==> config.mk <==
export PLATFORM = sky130hd
export DESIGN_NAME = multi_pool_slot_allocator_unit
export DESIGN_NICKNAME = d
export VERILOG_FILES = /design/src/rtl/core/mpsa_pkg.sv /design/src/rtl/core/mpsa_front.sv /design/src/rtl/core/mpsa_fifo.sv /design/src/rtl/core/mpsa_back.sv /design/src/rtl/core/multi_pool_slot_allocator_unit.sv
export VERILOG_INCLUDE_DIRS = /design/src /design/src/rtl/core
export SDC_FILE = /design/constraint.sdc
export NUM_CORES = 2
export LEC_CHECK = 0
export BUFFER_PORTS_ARGS = -buffer_cell sky130_fd_sc_hd__buf_2
export CORE_MARGIN = 1
export CORE_UTILIZATION = 35
export CTS_CLUSTER_DIAMETER = 80
export DETAILED_ROUTE_END_ITERATION = 6
export HOLD_SLACK_MARGIN = 0.05
export PLACE_DENSITY_LB_ADDON = 0.12
export SYNTH_ARGS = -nofsm -noshare
export SYNTH_HDL_FRONTEND = slang
export SYNTH_HIERARCHICAL = 1
export SYNTH_MEMORY_MAX_BITS = 65536
export SYNTH_SLANG_ARGS = --single-unit
==> constraint.sdc <==
create_clock -name clk -period 7.4 [get_ports clk]
set_clock_uncertainty 0.15 [all_clocks]
set_input_delay 1.48 -clock clk [delete_from_list [all_inputs] [get_ports clk]]
set_output_delay 1.48 -clock clk [all_outputs]
set_load 0.01 [all_outputs]
==> src/rtl/core/assert_macros.svh <==
// ----------------------------------------------------------------------------
// Assertion macros
// Shared concurrent assertion helpers for the slot allocator RTL.
// ----------------------------------------------------------------------------
`ifndef ASSERT_MACROS_SVH
`define ASSERT_MACROS_SVH

`ifndef ASSERT_OFF

// prop must hold at every rising edge outside reset
`define ASSERT_AT(lbl, clk, rstn, prop, msg) \
	lbl: assert property (@(posedge clk) disable iff (!rstn) prop) else $error(msg);

// cond must never be true at a rising edge outside reset
`define ASSERT_NEVER(lbl, clk, rstn, cond, msg) \
	lbl: assert property (@(posedge clk) disable iff (!rstn) !(cond)) else $error(msg);

`else

`define ASSERT_AT(lbl, clk, rstn, prop, msg)
`define ASSERT_NEVER(lbl, clk, rstn, cond, msg)

`endif

`endif

==> src/rtl/core/mpsa_pkg.sv <==
// ----------------------------------------------------------------------------
// mpsa_pkg
// Types, codes and constants shared by the slot allocator modules.
// ----------------------------------------------------------------------------
package mpsa_pkg;

	// default sizing
	localparam int NUM_POOLS_DEF = 4;
	localparam int MAX_SLOTS_DEF = 64;

	// number of capacity registers in the register map
	localparam int CAP_REGS   = 4;
	localparam int CAP_SEL_W  = 2;

	// field widths
	localparam int CMD_W      = 2;
	localparam int POOL_W     = 3;
	localparam int ID_W       = 16;
	localparam int SLOT_W     = 6;
	localparam int STATUS_W   = 3;
	localparam int GRANT_W    = 6;
	localparam int COUNT_W    = 7;
	localparam int CAP_REG_W  = 7;
	localparam int POOLS_REG_W = 3;

	// capacity width inside the block, wide enough for the largest table size
	localparam int CAP_W      = 11;

	// stream widths
	localparam int IN_DATA_W  = 32;
	localparam int IN_USER_W  = CMD_W;
	localparam int OUT_DATA_W = 48;

	// configuration port
	localparam int CFG_IDX_W  = 3;
	localparam int CFG_DATA_W = 7;

	localparam logic [CFG_IDX_W-1:0] REG_POOLS = 3'd0;
	localparam logic [CFG_IDX_W-1:0] REG_CAP0  = 3'd1;
	localparam logic [CFG_IDX_W-1:0] REG_CAP1  = 3'd2;
	localparam logic [CFG_IDX_W-1:0] REG_CAP2  = 3'd3;
	localparam logic [CFG_IDX_W-1:0] REG_CAP3  = 3'd4;

	localparam logic [POOLS_REG_W-1:0] POOLS_RST = 3'd4;
	localparam logic [CAP_REG_W-1:0]   CAP_RST   = 7'd64;

	// commands
	localparam logic [CMD_W-1:0] CMD_RESERVE = 2'd0;
	localparam logic [CMD_W-1:0] CMD_RELEASE = 2'd1;
	localparam logic [CMD_W-1:0] CMD_QUERY   = 2'd2;

	// result status codes
	localparam logic [STATUS_W-1:0] STATUS_OK      = 3'd0;
	localparam logic [STATUS_W-1:0] STATUS_INVALID = 3'd1;
	localparam logic [STATUS_W-1:0] STATUS_FULL    = 3'd2;
	localparam logic [STATUS_W-1:0] STATUS_DUP     = 3'd3;
	localparam logic [STATUS_W-1:0] STATUS_EMPTY   = 3'd4;

	// command queue depth
	localparam int QUEUE_DEPTH = 2;

	// class assigned by the front end
	typedef enum logic [2:0] {
		KIND_BAD_POOL,
		KIND_REJECT,
		KIND_RESERVE,
		KIND_RELEASE,
		KIND_QUERY
	} kind_t;

	// classified command handed to the back end
	typedef struct packed {
		kind_t              kind;
		logic [POOL_W-1:0]  pool;
		logic [ID_W-1:0]    id;
		logic [SLOT_W-1:0]  slot;
		logic [CAP_W-1:0]   cap;
	} entry_t;

	typedef logic [CAP_REGS-1:0][CAP_REG_W-1:0] cap_regs_t;

endpackage

==> src/rtl/core/mpsa_front.sv <==
// ----------------------------------------------------------------------------
// mpsa_front
// Accepts commands, checks pool, id and slot ranges and queues a classified
// entry for the back end.
// ----------------------------------------------------------------------------
module mpsa_front #(
	parameter int NUM_POOLS = mpsa_pkg::NUM_POOLS_DEF,
	parameter int MAX_SLOTS = mpsa_pkg::MAX_SLOTS_DEF
) (
	input  logic                                s_tvalid,
	output logic                                s_tready,
	// pool[2:0], owner_id[18:3], slot[24:19], zero fill above
	input  logic [mpsa_pkg::IN_DATA_W-1:0]      s_tdata,
	// command[1:0]
	input  logic [mpsa_pkg::IN_USER_W-1:0]      s_tuser,
	input  logic [mpsa_pkg::POOLS_REG_W-1:0]    pools_cfg,
	input  mpsa_pkg::cap_regs_t                 cap_cfg,
	input  logic                                clear_busy,
	input  logic                                queue_full,
	output logic                                push,
	output mpsa_pkg::entry_t                    entry
);

	localparam int PC_W = 5;

	logic [mpsa_pkg::CMD_W-1:0]  command;
	logic [mpsa_pkg::POOL_W-1:0] pool;
	logic [mpsa_pkg::ID_W-1:0]   owner_id;
	logic [mpsa_pkg::SLOT_W-1:0] slot;
	logic [PC_W-1:0]             pools_ext;
	logic [PC_W-1:0]             pools_eff;
	logic                        pool_ok;
	logic [mpsa_pkg::CAP_W-1:0]  cap_raw;
	logic [mpsa_pkg::CAP_W-1:0]  cap_eff;
	logic                        slot_ok;

	// field unpacking
	assign command  = s_tuser[mpsa_pkg::CMD_W-1:0];
	assign pool     = s_tdata[2:0];
	assign owner_id = s_tdata[18:3];
	assign slot     = s_tdata[24:19];

	// pool range check, register value saturated at the pool count
	assign pools_ext = PC_W'(pools_cfg);
	assign pools_eff = (pools_ext > PC_W'(NUM_POOLS)) ? PC_W'(NUM_POOLS) : pools_ext;
	assign pool_ok   = PC_W'(pool) < pools_eff;

	// effective capacity, saturated at the table size
	assign cap_raw = (PC_W'(pool) < PC_W'(mpsa_pkg::CAP_REGS)) ?
		mpsa_pkg::CAP_W'(cap_cfg[pool[mpsa_pkg::CAP_SEL_W-1:0]]) :
		mpsa_pkg::CAP_W'(MAX_SLOTS);
	assign cap_eff = (cap_raw > mpsa_pkg::CAP_W'(MAX_SLOTS)) ?
		mpsa_pkg::CAP_W'(MAX_SLOTS) : cap_raw;
	assign slot_ok = mpsa_pkg::CAP_W'(slot) < cap_eff;

	// classification
	always_comb begin
		entry.pool = pool;
		entry.id   = owner_id;
		entry.slot = slot;
		entry.cap  = cap_eff;
		entry.kind = mpsa_pkg::KIND_REJECT;
		if (!pool_ok) begin
			entry.kind = mpsa_pkg::KIND_BAD_POOL;
		end else begin
			case (command)
				mpsa_pkg::CMD_RESERVE: begin
					entry.kind = (owner_id != '0) ? mpsa_pkg::KIND_RESERVE :
						mpsa_pkg::KIND_REJECT;
				end
				mpsa_pkg::CMD_RELEASE: begin
					entry.kind = slot_ok ? mpsa_pkg::KIND_RELEASE : mpsa_pkg::KIND_REJECT;
				end
				mpsa_pkg::CMD_QUERY: begin
					entry.kind = slot_ok ? mpsa_pkg::KIND_QUERY : mpsa_pkg::KIND_REJECT;
				end
				default: begin
					entry.kind = mpsa_pkg::KIND_REJECT;
				end
			endcase
		end
	end

	// handshake: hold off while the queue is full or the table is being cleared
	assign s_tready = !queue_full && !clear_busy;
	assign push     = s_tvalid && s_tready;

endmodule

==> src/rtl/core/mpsa_fifo.sv <==
// ----------------------------------------------------------------------------
// mpsa_fifo
// Short queue of classified commands between the front and back ends.
// ----------------------------------------------------------------------------
`include "assert_macros.svh"

module mpsa_fifo (
	input  logic              clk,
	input  logic              arst_n,
	input  logic              push,
	input  mpsa_pkg::entry_t  wr_entry,
	input  logic              pop,
	output mpsa_pkg::entry_t  head,
	output logic              full,
	output logic              empty
);

	localparam int DEPTH = mpsa_pkg::QUEUE_DEPTH;
	localparam int PTR_W = (DEPTH > 1) ? $clog2(DEPTH) : 1;
	localparam int CNT_W = $clog2(DEPTH + 1);

	mpsa_pkg::entry_t   buf_q [DEPTH];
	logic [PTR_W-1:0]   wr_ptr_q;
	logic [PTR_W-1:0]   rd_ptr_q;
	logic [CNT_W-1:0]   cnt_q;

	assign full  = cnt_q == CNT_W'(DEPTH);
	assign empty = cnt_q == '0;
	assign head  = buf_q[rd_ptr_q];

	// entry storage
	always_ff @(posedge clk) begin
		if (push) begin
			buf_q[wr_ptr_q] <= wr_entry;
		end
	end

	// pointers and fill count
	always_ff @(posedge clk or negedge arst_n) begin
		if (!arst_n) begin
			wr_ptr_q <= '0;
			rd_ptr_q <= '0;
			cnt_q    <= '0;
		end else begin
			if (push) begin
				wr_ptr_q <= (wr_ptr_q == PTR_W'(DEPTH - 1)) ? '0 : wr_ptr_q + PTR_W'(1);
			end
			if (pop) begin
				rd_ptr_q <= (rd_ptr_q == PTR_W'(DEPTH - 1)) ? '0 : rd_ptr_q + PTR_W'(1);
			end
			if (push && !pop) begin
				cnt_q <= cnt_q + CNT_W'(1);
			end else if (pop && !push) begin
				cnt_q <= cnt_q - CNT_W'(1);
			end
		end
	end

	`ASSERT_NEVER(a_no_push_full, clk, arst_n, push && full, "push into full queue")
	`ASSERT_NEVER(a_no_pop_empty, clk, arst_n, pop && empty, "pop from empty queue")
	`ASSERT_AT(a_cnt_step, clk, arst_n, (push && !pop) |=> (cnt_q == $past(cnt_q) + CNT_W'(1)), "fill count did not advance on push")

endmodule

==> src/rtl/core/mpsa_back.sv <==
// ----------------------------------------------------------------------------
// mpsa_back
// Executes queued commands against the slot table memory, keeps the
// per-pool occupancy counts and holds the result register.
// ----------------------------------------------------------------------------
`include "assert_macros.svh"

module mpsa_back #(
	parameter int NUM_POOLS = mpsa_pkg::NUM_POOLS_DEF,
	parameter int MAX_SLOTS = mpsa_pkg::MAX_SLOTS_DEF
) (
	input  logic                               clk,
	input  logic                               arst_n,
	input  mpsa_pkg::entry_t                   head,
	input  logic                               empty,
	output logic                               pop,
	output logic                               clear_busy,
	output logic                               m_tvalid,
	input  logic                               m_tready,
	// status[2:0], slot_granted[8:3], occupant[24:9], free_slots[31:25],
	// used_slots[38:32], pool_capacity[45:39], zero fill above
	output logic [mpsa_pkg::OUT_DATA_W-1:0]    m_tdata
);

	localparam int DEPTH = NUM_POOLS * MAX_SLOTS;
	localparam int AW    = (DEPTH > 1) ? $clog2(DEPTH) : 1;
	localparam int IDX_W = (MAX_SLOTS > 1) ? $clog2(MAX_SLOTS) : 1;
	localparam int CNT_W = $clog2(MAX_SLOTS + 1);
	localparam int PW    = (NUM_POOLS > 1) ? $clog2(NUM_POOLS) : 1;
	localparam int CW    = mpsa_pkg::CAP_W;

	typedef enum logic [2:0] {
		ST_CLEAR,
		ST_IDLE,
		ST_DECODE,
		ST_WAIT,
		ST_SCAN,
		ST_RESV_END,
		ST_DONE
	} state_t;

	state_t                            state_q;
	mpsa_pkg::entry_t                  cur_q;
	logic [AW-1:0]                     clr_idx_q;
	logic [CNT_W-1:0]                  cnt_q [NUM_POOLS];
	logic [CNT_W-1:0]                  scan_idx_q;
	logic [IDX_W-1:0]                  proc_idx_q;
	logic                              pend_q;
	logic                              found_q;
	logic                              dup_q;
	logic [IDX_W-1:0]                  first_q;
	logic [mpsa_pkg::STATUS_W-1:0]     status_q;
	logic [mpsa_pkg::GRANT_W-1:0]      granted_q;
	logic [mpsa_pkg::ID_W-1:0]         occ_q;
	logic                              m_tvalid_q;
	logic [mpsa_pkg::OUT_DATA_W-1:0]   m_tdata_q;

	logic [mpsa_pkg::ID_W-1:0]         mem [DEPTH];
	logic [mpsa_pkg::ID_W-1:0]         rdata_q;
	logic                              mem_we;
	logic                              mem_re;
	logic [AW-1:0]                     mem_addr;
	logic [mpsa_pkg::ID_W-1:0]         mem_wdata;

	logic [PW-1:0]                     pool_idx;
	logic [AW-1:0]                     base;
	logic [AW-1:0]                     slot_addr;
	logic [CNT_W-1:0]                  cnt_cur;
	logic [CW-1:0]                     cnt_ext;
	logic [CW-1:0]                     free_cnt;
	logic                              scan_more;
	logic                              bad_pool;
	logic                              out_free;

	// addressing of the current pool
	assign pool_idx  = PW'(cur_q.pool);
	assign base      = AW'((AW + 1)'(pool_idx) * (AW + 1)'(MAX_SLOTS));
	assign slot_addr = base + AW'(IDX_W'(cur_q.slot));
	assign cnt_cur   = cnt_q[pool_idx];
	assign cnt_ext   = CW'(cnt_cur);
	assign free_cnt  = (cnt_ext >= cur_q.cap) ? '0 : cur_q.cap - cnt_ext;
	assign scan_more = CW'(scan_idx_q) < cur_q.cap;
	assign bad_pool  = cur_q.kind == mpsa_pkg::KIND_BAD_POOL;
	assign out_free  = !m_tvalid_q || m_tready;

	assign pop        = (state_q == ST_IDLE) && !empty;
	assign clear_busy = state_q == ST_CLEAR;
	assign m_tvalid   = m_tvalid_q;
	assign m_tdata    = m_tdata_q;

	// memory port control
	always_comb begin
		mem_we    = 1'b0;
		mem_re    = 1'b0;
		mem_addr  = slot_addr;
		mem_wdata = '0;
		case (state_q)
			ST_CLEAR: begin
				mem_we   = 1'b1;
				mem_addr = clr_idx_q;
			end
			ST_DECODE: begin
				mem_re = (cur_q.kind == mpsa_pkg::KIND_RELEASE) ||
					(cur_q.kind == mpsa_pkg::KIND_QUERY);
			end
			ST_WAIT: begin
				mem_we = (cur_q.kind == mpsa_pkg::KIND_RELEASE) && (rdata_q != '0);
			end
			ST_SCAN: begin
				mem_re   = scan_more;
				mem_addr = base + AW'(scan_idx_q);
			end
			ST_RESV_END: begin
				mem_we    = !dup_q && found_q;
				mem_addr  = base + AW'(first_q);
				mem_wdata = cur_q.id;
			end
			default: begin
				mem_we = 1'b0;
			end
		endcase
	end

	// slot table, single port with registered read
	always_ff @(posedge clk) begin
		if (mem_we) begin
			mem[mem_addr] <= mem_wdata;
		end else if (mem_re) begin
			rdata_q <= mem[mem_addr];
		end
	end

	// sequencer, occupancy counts and result register
	always_ff @(posedge clk or negedge arst_n) begin
		if (!arst_n) begin
			state_q    <= ST_CLEAR;
			clr_idx_q  <= '0;
			pend_q     <= 1'b0;
			m_tvalid_q <= 1'b0;
			for (int p = 0; p < NUM_POOLS; p++) begin
				cnt_q[p] <= '0;
			end
		end else begin
			// in ST_DONE a taken result is replaced by the next one below
			if (m_tready && (state_q != ST_DONE)) begin
				m_tvalid_q <= 1'b0;
			end
			case (state_q)
				ST_CLEAR: begin
					clr_idx_q <= clr_idx_q + AW'(1);
					if (clr_idx_q == AW'(DEPTH - 1)) begin
						state_q <= ST_IDLE;
					end
				end
				ST_IDLE: begin
					if (!empty) begin
						cur_q   <= head;
						state_q <= ST_DECODE;
					end
				end
				ST_DECODE: begin
					status_q   <= mpsa_pkg::STATUS_INVALID;
					granted_q  <= '0;
					occ_q      <= '0;
					scan_idx_q <= '0;
					pend_q     <= 1'b0;
					found_q    <= 1'b0;
					dup_q      <= 1'b0;
					first_q    <= '0;
					case (cur_q.kind)
						mpsa_pkg::KIND_RESERVE: begin
							if (cnt_ext >= cur_q.cap) begin
								status_q <= mpsa_pkg::STATUS_FULL;
								state_q  <= ST_DONE;
							end else begin
								state_q <= ST_SCAN;
							end
						end
						mpsa_pkg::KIND_RELEASE, mpsa_pkg::KIND_QUERY: begin
							state_q <= ST_WAIT;
						end
						default: begin
							state_q <= ST_DONE;
						end
					endcase
				end
				ST_WAIT: begin
					if (cur_q.kind == mpsa_pkg::KIND_QUERY) begin
						occ_q    <= rdata_q;
						status_q <= mpsa_pkg::STATUS_OK;
					end else if (rdata_q == '0) begin
						status_q <= mpsa_pkg::STATUS_EMPTY;
					end else begin
						occ_q    <= rdata_q;
						status_q <= mpsa_pkg::STATUS_OK;
						if (cnt_cur != '0) begin
							cnt_q[pool_idx] <= cnt_cur - CNT_W'(1);
						end
					end
					state_q <= ST_DONE;
				end
				ST_SCAN: begin
					// check the entry read in the previous cycle
					if (pend_q) begin
						if (!found_q && (rdata_q == '0)) begin
							found_q <= 1'b1;
							first_q <= proc_idx_q;
						end
						if (rdata_q == cur_q.id) begin
							dup_q <= 1'b1;
						end
					end
					// issue the next read
					if (scan_more) begin
						proc_idx_q <= IDX_W'(scan_idx_q);
						scan_idx_q <= scan_idx_q + CNT_W'(1);
						pend_q     <= 1'b1;
					end else begin
						pend_q <= 1'b0;
						if (!pend_q) begin
							state_q <= ST_RESV_END;
						end
					end
				end
				ST_RESV_END: begin
					if (dup_q) begin
						status_q <= mpsa_pkg::STATUS_DUP;
					end else if (!found_q) begin
						status_q <= mpsa_pkg::STATUS_FULL;
					end else begin
						status_q        <= mpsa_pkg::STATUS_OK;
						granted_q       <= mpsa_pkg::GRANT_W'(first_q);
						cnt_q[pool_idx] <= cnt_cur + CNT_W'(1);
					end
					state_q <= ST_DONE;
				end
				ST_DONE: begin
					if (out_free) begin
						m_tvalid_q <= 1'b1;
						m_tdata_q  <= {
							2'b00,
							bad_pool ? 7'd0 : 7'(cur_q.cap),
							bad_pool ? 7'd0 : 7'(cnt_cur),
							bad_pool ? 7'd0 : 7'(free_cnt),
							occ_q,
							granted_q,
							status_q
						};
						state_q <= ST_IDLE;
					end
				end
				default: begin
					state_q <= ST_IDLE;
				end
			endcase
		end
	end

	`ASSERT_NEVER(a_no_pop_clear, clk, arst_n, clear_busy && pop, "command taken during table clear")
	`ASSERT_AT(a_write_states, clk, arst_n, mem_we |-> (state_q == ST_CLEAR || state_q == ST_WAIT || state_q == ST_RESV_END), "table written outside a write step")
	`ASSERT_AT(a_scan_bound, clk, arst_n, (state_q == ST_SCAN) |-> (CW'(scan_idx_q) <= cur_q.cap), "scan ran past pool capacity")

endmodule

==> src/rtl/core/multi_pool_slot_allocator_unit.sv <==
// ----------------------------------------------------------------------------
// multi_pool_slot_allocator_unit
// Owner-tagged slot allocator over several pools, with first-fit reserve.
// ----------------------------------------------------------------------------
// Commands arrive on the s_ stream (command in s_tuser, pool, owner id and
// slot in s_tdata); one result transaction per command leaves on the m_
// stream. Registers are written through cfg_we / cfg_index / cfg_data; the
// user must write them only while the block is idle, and the block itself
// does not enforce this. Index 0 is the number of pools in use, 1 to 4 the
// pool capacities. A front end classifies each command and places it in a
// two-entry queue, so new commands are taken while the back end works on
// an earlier one. The back end runs one command at a time on a single-port
// slot table. Release and query read the addressed entry (a release then
// clears an occupied one); reserve scans the pool's usable slots one read
// per cycle, then writes the owner id into the first free slot unless the
// id is already in the pool. After reset the table is cleared, one entry
// per cycle, over all NUM_POOLS * MAX_SLOTS entries (256 by default);
// s_tready stays low until then. When m_tready is low the result is held
// and the back end waits, and the queue fills before s_tready drops.
// ----------------------------------------------------------------------------
module multi_pool_slot_allocator_unit #(
	parameter int NUM_POOLS = mpsa_pkg::NUM_POOLS_DEF,
	parameter int MAX_SLOTS = mpsa_pkg::MAX_SLOTS_DEF
) (
	input  logic                                clk,
	input  logic                                arst_n,
	input  logic                                cfg_we,
	input  logic [mpsa_pkg::CFG_IDX_W-1:0]      cfg_index,
	input  logic [mpsa_pkg::CFG_DATA_W-1:0]     cfg_data,
	input  logic                                s_tvalid,
	output logic                                s_tready,
	// pool[2:0], owner_id[18:3], slot[24:19], zero fill above
	input  logic [mpsa_pkg::IN_DATA_W-1:0]      s_tdata,
	// command[1:0]
	input  logic [mpsa_pkg::IN_USER_W-1:0]      s_tuser,
	output logic                                m_tvalid,
	input  logic                                m_tready,
	// status[2:0], slot_granted[8:3], occupant[24:9], free_slots[31:25],
	// used_slots[38:32], pool_capacity[45:39], zero fill above
	output logic [mpsa_pkg::OUT_DATA_W-1:0]     m_tdata
);

	logic [mpsa_pkg::POOLS_REG_W-1:0] pools_q;
	mpsa_pkg::cap_regs_t              caps_q;
	logic                             push;
	logic                             pop;
	logic                             queue_full;
	logic                             queue_empty;
	logic                             clear_busy;
	mpsa_pkg::entry_t                 wr_entry;
	mpsa_pkg::entry_t                 head;

	// configuration registers
	always_ff @(posedge clk or negedge arst_n) begin
		if (!arst_n) begin
			pools_q <= mpsa_pkg::POOLS_RST;
			for (int i = 0; i < mpsa_pkg::CAP_REGS; i++) begin
				caps_q[i] <= mpsa_pkg::CAP_RST;
			end
		end else if (cfg_we) begin
			case (cfg_index)
				mpsa_pkg::REG_POOLS: pools_q   <= cfg_data[mpsa_pkg::POOLS_REG_W-1:0];
				mpsa_pkg::REG_CAP0:  caps_q[0] <= cfg_data;
				mpsa_pkg::REG_CAP1:  caps_q[1] <= cfg_data;
				mpsa_pkg::REG_CAP2:  caps_q[2] <= cfg_data;
				mpsa_pkg::REG_CAP3:  caps_q[3] <= cfg_data;
				default: begin
					pools_q <= pools_q;
				end
			endcase
		end
	end

	// command intake and classification
	mpsa_front #(
		.NUM_POOLS (NUM_POOLS),
		.MAX_SLOTS (MAX_SLOTS)
	) u_front (
		.s_tvalid   (s_tvalid),
		.s_tready   (s_tready),
		.s_tdata    (s_tdata),
		.s_tuser    (s_tuser),
		.pools_cfg  (pools_q),
		.cap_cfg    (caps_q),
		.clear_busy (clear_busy),
		.queue_full (queue_full),
		.push       (push),
		.entry      (wr_entry)
	);

	// queue between front and back
	mpsa_fifo u_fifo (
		.clk      (clk),
		.arst_n   (arst_n),
		.push     (push),
		.wr_entry (wr_entry),
		.pop      (pop),
		.head     (head),
		.full     (queue_full),
		.empty    (queue_empty)
	);

	// table access and results
	mpsa_back #(
		.NUM_POOLS (NUM_POOLS),
		.MAX_SLOTS (MAX_SLOTS)
	) u_back (
		.clk        (clk),
		.arst_n     (arst_n),
		.head       (head),
		.empty      (queue_empty),
		.pop        (pop),
		.clear_busy (clear_busy),
		.m_tvalid   (m_tvalid),
		.m_tready   (m_tready),
		.m_tdata    (m_tdata)
	);

endmodule
# Word-level counts from Yosys, hierarchy flattened
# Memories as Yosys holds them, arrays and structs flattened. A register that Yosys moved wholly into a read port is not among the register bits.
# Cells that the tools add are included.
dict set report totals {
  ff_bits 168
  latch_bits 0
  mem_bits_rw 4174
  mem_bits_ro 0
  input_bits 49
  elab_cells 215
  n_memories 2
}
dict set report classes {
  add_sub_neg 12
  multipliers 0
  div 0
  order_cmp 10
  eq_ne 34
  n_shift 0
  muxes 72
  bitwise_logic 3
  n_reduce_logical 55
}
# memory depth width rd rd_ports_with_merged_regs write_ports line_no
set memory_table {}
lappend memory_table {u_back.mem 256 16 1 1 1 mpsa_back.sv:58} ;# logic [mpsa_pkg::ID_W-1:0] mem [DEPTH];
lappend memory_table {u_fifo.buf_q 2 39 1 1 1 mpsa_fifo.sv:22} ;# mpsa_pkg::entry_t buf_q [DEPTH];
# op count
set op_table {}
lappend op_table {{28-bit two-way mux} 5}
lappend op_table {{28-bit bitwise mux} 2}
lappend op_table {{28-bit case mux with 2 select lines} 1}
lappend op_table {{16-bit two-way mux} 3}
lappend op_table {{7-bit two-way mux} 6}
lappend op_table {{3-bit two-way mux} 12}
lappend op_table {{16-bit case mux with 2 select lines} 1}
lappend op_table {{16-bit nonzero test} 2}
lappend op_table {{7-bit binary-select mux with 2-bit select} 2}
lappend op_table {{6-bit two-way mux} 4}
lappend op_table {{6-bit case mux with 2 select lines} 2}
lappend op_table {{8-bit case mux with 3 select lines} 1}
lappend op_table {{3-bit by 2-bit equality test with 1-bit output (second input constant)} 6}
lappend op_table {{3-bit case mux with 3 select lines} 2}
lappend op_table {{3-bit case mux with 6 select lines} 1}
lappend op_table {{8-bit by 6-bit adder with 8-bit output} 2}
lappend op_table {{16-bit equality test} 1}
lappend op_table {{16-bit logical NOT} 1}
lappend op_table {{2-bit by 1-bit != test with 1-bit output (second input constant)} 8}
lappend op_table {{3-bit equality test (second input constant)} 5}
lappend op_table {{3-bit AND reduction} 5}
lappend op_table {{7-bit by 1-bit adder with 7-bit output (second input constant)} 2}
lappend op_table {{7-bit demux with 2-bit select} 1}
lappend op_table {{1-bit two-way mux} 14}
lappend op_table {{45 further kinds} 97}

# Logic depth before layout (Yosys ltp)
dict set report depth {
  depth_word 10
  ltp_mapped 15
}

# Modules after synthesis
# Netlist, hierarchy kept.
# module instances cells_per_inst area_each_um2
set by_module_without_submodules {}
lappend by_module_without_submodules {mpsa_back 1 9176 164824.3}
lappend by_module_without_submodules {mpsa_fifo 1 137 3012.9}
lappend by_module_without_submodules {multi_pool_slot_allocator_unit 1 70 1199.9}
lappend by_module_without_submodules {mpsa_front 1 104 780.7}

# Worst setup path before layout
# No wires, ideal clock.
dict set report synth_path {
  path_kind {register to register}
  startpoint {register u_back.state_q[1]}
  endpoint {memory u_back/mem[0][0] (netlist bit), data pin}
  setup_time_ns 0.870
  arrival_ns 4.644
  t_required_ns 6.380
  slack_ns 1.736
  stages_incl_launch_ff 7
  path_buffers 4
  synth_period_minus_slack_ns 5.664
  cell_sequence {dfrtp_1 buf_4 and3b_1 buf_2 clkbuf_1 clkbuf_1 and2_1}
}
dict set report synth_between {
  elab_chain_cells 2
}
# element line_no
set synth_rtl {}
lappend synth_rtl {{start, declared} mpsa_back.sv:42} ;# state_t state_q;
lappend synth_rtl {{start signal, assigned} mpsa_back.sv:136} ;# state_q <= ST_CLEAR;
lappend synth_rtl {{start signal, assigned} mpsa_back.sv:152} ;# state_q <= ST_IDLE;
lappend synth_rtl {{start signal, assigned} mpsa_back.sv:158} ;# state_q <= ST_DECODE;
lappend synth_rtl {{3-bit equality test} mpsa_back.sv:97} ;# case (state_q)
lappend synth_rtl {{16-bit two-way mux} mpsa_back.sv:97}
lappend synth_rtl {{net u_back.mem_wdata, one bit} mpsa_back.sv:63} ;# logic [mpsa_pkg::ID_W-1:0] mem_wdata;
lappend synth_rtl {{end, declared} mpsa_back.sv:58}
# The timed path passes the listed nets, and every way through them passes these cells.

# Worst setup path after layout
dict set report layout_path {
  startpoint {register u_back.state_q[2]}
  endpoint {register u_back/rdata_q[4] (netlist bit), read port of u_back.mem, data pin}
}
dict set report layout_between {
  elab_chain_cells 4
  word_cells_on_any_way 10
}
# element line_no
set layout_rtl {}
lappend layout_rtl {{3-bit equality test (tied with other cells)} mpsa_back.sv:97}
lappend layout_rtl {{1-bit case mux with 3 select lines} mpsa_back.sv:97}
lappend layout_rtl {{1-bit inverter (no source line)} --}
lappend layout_rtl {{2-bit AND reduction (no source line)} --}
lappend layout_rtl {{end, declared} mpsa_back.sv:59} ;# logic [mpsa_pkg::ID_W-1:0] rdata_q;
# Several ways; a longest one is shown, not always the timed one.
# A chain may end at the register's enable or synchronous reset.

==> flow_metrics.py <==
metrics = {
    "status": {
        "status": "complete, no violations",
    },
    "final_layout": {
        "final_net_count": 10100,
        "finish.instance_area_um2": 196000,
        "layout_filler_cell_count": 43100,
        "layout-drive-gt1-share_pct": 16.9,
        "post_layout_nonfiller_instances": 16900,
        "multiInputGateArea_um2": 35500,
        "area_growth_pct": 15.5,
        "finish.utilization_pct": 40.6,
        "area.sequential_um2": 132000,
    },
    "critical_path": {
        "worstSetupPathType": "reg -> reg",
        "start_kind": "flop",
        "slowest_cell_on_crit_path": "sky130_fd_sc_hd__nor4_2",
        "worstPathRequired_ns": 7.95,
        "arr_time_crit_path_ns": 7.04,
        "crit_fanout": 38,
        "crit_chain": "buf_4 > nand3b_2 > a2bb2oi_1 > and2_4 > buf_12 > buf_4 > mux2i_1 > o22ai_1 > nor4_1 > o22ai_1 > nor4_2 > nor4_1",
        "cpPeakStageDelay_ns": 1.11,
        "type_of_element_capturing_the_critical_path": "flop",
    },
    "job": {
        "maxCapViolCount": 0,
    },
    "clock_network": {
        "tritoncts": "built",
        "cts_root_buffer": "sky130_fd_sc_hd__clkbuf_16",
        "clock_sink_count": 4394,
        "cts_repair_resize_count": 0,
        "cts.reportedPaths.clkPinSlew_ns": 0.06,
        "cts-root-to-sink-buffers": 4,
        "postCtsSetupBuffers": 0,
        "holdBufCountCts": 0,
        "cts-buffers-inserted": 473,
        "htree_levels": 5,
        "clkLatencyLatePin_ns": 1.05,
    },
    "timing": {
        "aggregate_negative_setup_slack_ns": 0,
        "final-setup-viol-count": 0,
        "timing_worst_slew_pin_value_ns": 1.48,
        "finalCriticalPeriod_ns": 6.49,
        "min_period_over_period_pct": 87.7,
        "setup_repair_after_global_routing_missed_its_margin": "no",
        "worst_slew_margin_rel_pct": 1.40,
        "final_max_slew_viol_count": 0,
        "fmaxAchievable_mhz": 154,
        "final_hold_viol_count": 0,
    },
    "route": {
        "antenna_viol_nets_final": 0,
        "routed_wl_um": 505000,
        "detailroute.via_count": 90800,
        "first_iter_violations": 8860,
        "drc": 0,
        "drt-pass1-iter-count": 5,
        "via_per_inst": 5.38,
        "drt-wirelength-per-cell_um": 29.9,
    },
    "floorplanning": {
        "core_area_um2": 483000,
        "die_area_um2": 488000,
        "start_util_pct": 35.2,
        "die_w_um": 698,
        "die_y_um": 698,
        "io_pins": 99,
        "rows": 255,
    },
    "synthesis": {
        "synth.yosys.warnings": 6,
        "synth.cell_area_um2": 170000,
        "syn_inst": 9483,
        "synth_area_per_cell_um2": 17.9,
    },
    "grt": {
        "via_count_of_the_first_global_routing_pass": 89700,
        "first_pass_grt_wire_length_um": 702000,
        "grt_remaining_overflow": 0,
        "initial_antenna_violation_count": 45,
        "grt_start_max_net_pins": 180,
        "grt_util_all_layers_pct": 20.1,
    },
    "power": {
        "total_leakage_power_nw": 66.3,
        "design_power_total_w": 0.0873,
        "peakVddDrop_mv": 0.353,
        "power_density_nw_per_um2": 445,
    },
    "place": {
        "hpwlAfterDp_um": 306000,
        "gpl.final_weighted_congestion": 0.867,
        "buffer_ports.inserted": 89,
        "placed_area_um2": 181000,
        "placed_cells_incl_taps": 16000,
    },
    "worst_hold_path": {
        "hold_class": "in -> async",
    },
}
==> power by group <==
group / internal (W) / total (W) / switching (W)
clock: 0.0131 / 0.0229 / 0.00981
combinational: 0.0117 / 0.0352 / 0.0235
sequential: 0.0288 / 0.0292 / 0.000433
==> state kept, by name (all words and copies together) (netlist names), 2 cells and up <==
signal             flops
u_back/granted_q       6
u_back/cur_q          38
u_back/proc_idx_q      6
pools_q                3
caps_q                28
u_back/status_q        3
u_back/scan_idx_q      7
u_fifo/buf_q          76
u_back/rdata_q        16
u_back/state_q         3
u_fifo/cnt_q           2
u_back/m_tdata        46
u_back/occ_q          16
u_back/clr_idx_q       8
u_back/mem          4096
u_back/first_q         6
u_back/cnt_q          28
==> stage by stage <==
step / hold slack [ns] / setup WS, ns
finish: 0.211 / 0.909
global route: 0.167 / 0.753
CTS: 0.119 / 1.04
detailed placement: 0.255 / 1.07
global placement: 0.263 / 1.07
floorplan: 0.250 / 1.74
==> final cells by class <==
| type | count | share of cell area (%) |
|---|---|---|
| clock buffers | 584 | 6.32 |
| well taps | 6425 | 4.10 |
| multi-input cells | 4451 | 18.1 |
| clock inverters | 291 | 1.32 |
| repair buffers | 700 | 3.01 |
| diodes | 12 | 0.0153 |
| flip-flops and latches | 4394 | 67.1 |
| inverters | 24 | 0.0459 |
==> per-layer routing <==
metal,vias up,global-route usage (%),wire (µm)
li1,39500,-,-
met1,47900,28.5,223000
met2,2812,32.3,236000
met3,635,3.01,30800
met4,4,5.58,15000
met5,-,0,16
==> worst max-delay path, delay by kind of cell, from the launching register on <==
family                 cells  cell delay [ns]
AND/OR/NAND/NOR            5             3.08
AO/OA/AOI/OAI              3             0.88
multiplexers               1             0.23
buffers and inverters      3             1.10
flip-flops                 1             0.57
==> final timing paths <==
check                                        from                  to  depth (start not counted)  slack, ns
worst max-delay path            u_back/state_q[2]   u_back/rdata_q[4]                         12       0.91
worst min-delay path                       arst_n     u_fifo/wr_ptr_q                          1       0.21
worst max register to register  u_back/state_q[2]   u_back/rdata_q[4]                         12       0.91
worst min register to register    u_back/occ_q[4]  u_back/m_tdata[13]                          0       0.22
max in group asynchronous                  arst_n          pools_q[0]                          2       5.80
min in group clk                  u_back/occ_q[4]  u_back/m_tdata[13]                          0       0.22
==> cell usage in the layout (no fill, tap or decap), types with 20 or more instances in the layout <==
cell type / count
sky130_fd_sc_hd__clkbuf_1: 103
sky130_fd_sc_hd__clkinv_2: 84
sky130_fd_sc_hd__nor4_1: 236
sky130_fd_sc_hd__nor2_2: 49
sky130_fd_sc_hd__and3_1: 26
sky130_fd_sc_hd__inv_1: 23
sky130_fd_sc_hd__dfrtp_1: 71
sky130_fd_sc_hd__bufinv_16: 35
sky130_fd_sc_hd__ha_1: 33
sky130_fd_sc_hd__clkinv_1: 130
sky130_fd_sc_hd__mux2_2: 82
sky130_fd_sc_hd__mux4_2: 216
sky130_fd_sc_hd__nor3_1: 31
sky130_fd_sc_hd__buf_12: 67
sky130_fd_sc_hd__buf_2: 88
sky130_fd_sc_hd__a22o_1: 20
sky130_fd_sc_hd__nor2_1: 265
sky130_fd_sc_hd__a21oi_1: 488
sky130_fd_sc_hd__xor2_1: 30
sky130_fd_sc_hd__a221oi_1: 192
sky130_fd_sc_hd__a22oi_1: 65
sky130_fd_sc_hd__edfxtp_1: 4318
sky130_fd_sc_hd__buf_4: 543
sky130_fd_sc_hd__o21ai_0: 33
sky130_fd_sc_hd__clkbuf_16: 478
sky130_fd_sc_hd__o22ai_1: 721
sky130_fd_sc_hd__mux2_1: 21
sky130_fd_sc_hd__nand2_1: 439
sky130_fd_sc_hd__mux2i_1: 1257
Power figures use the tool's default switching activity.
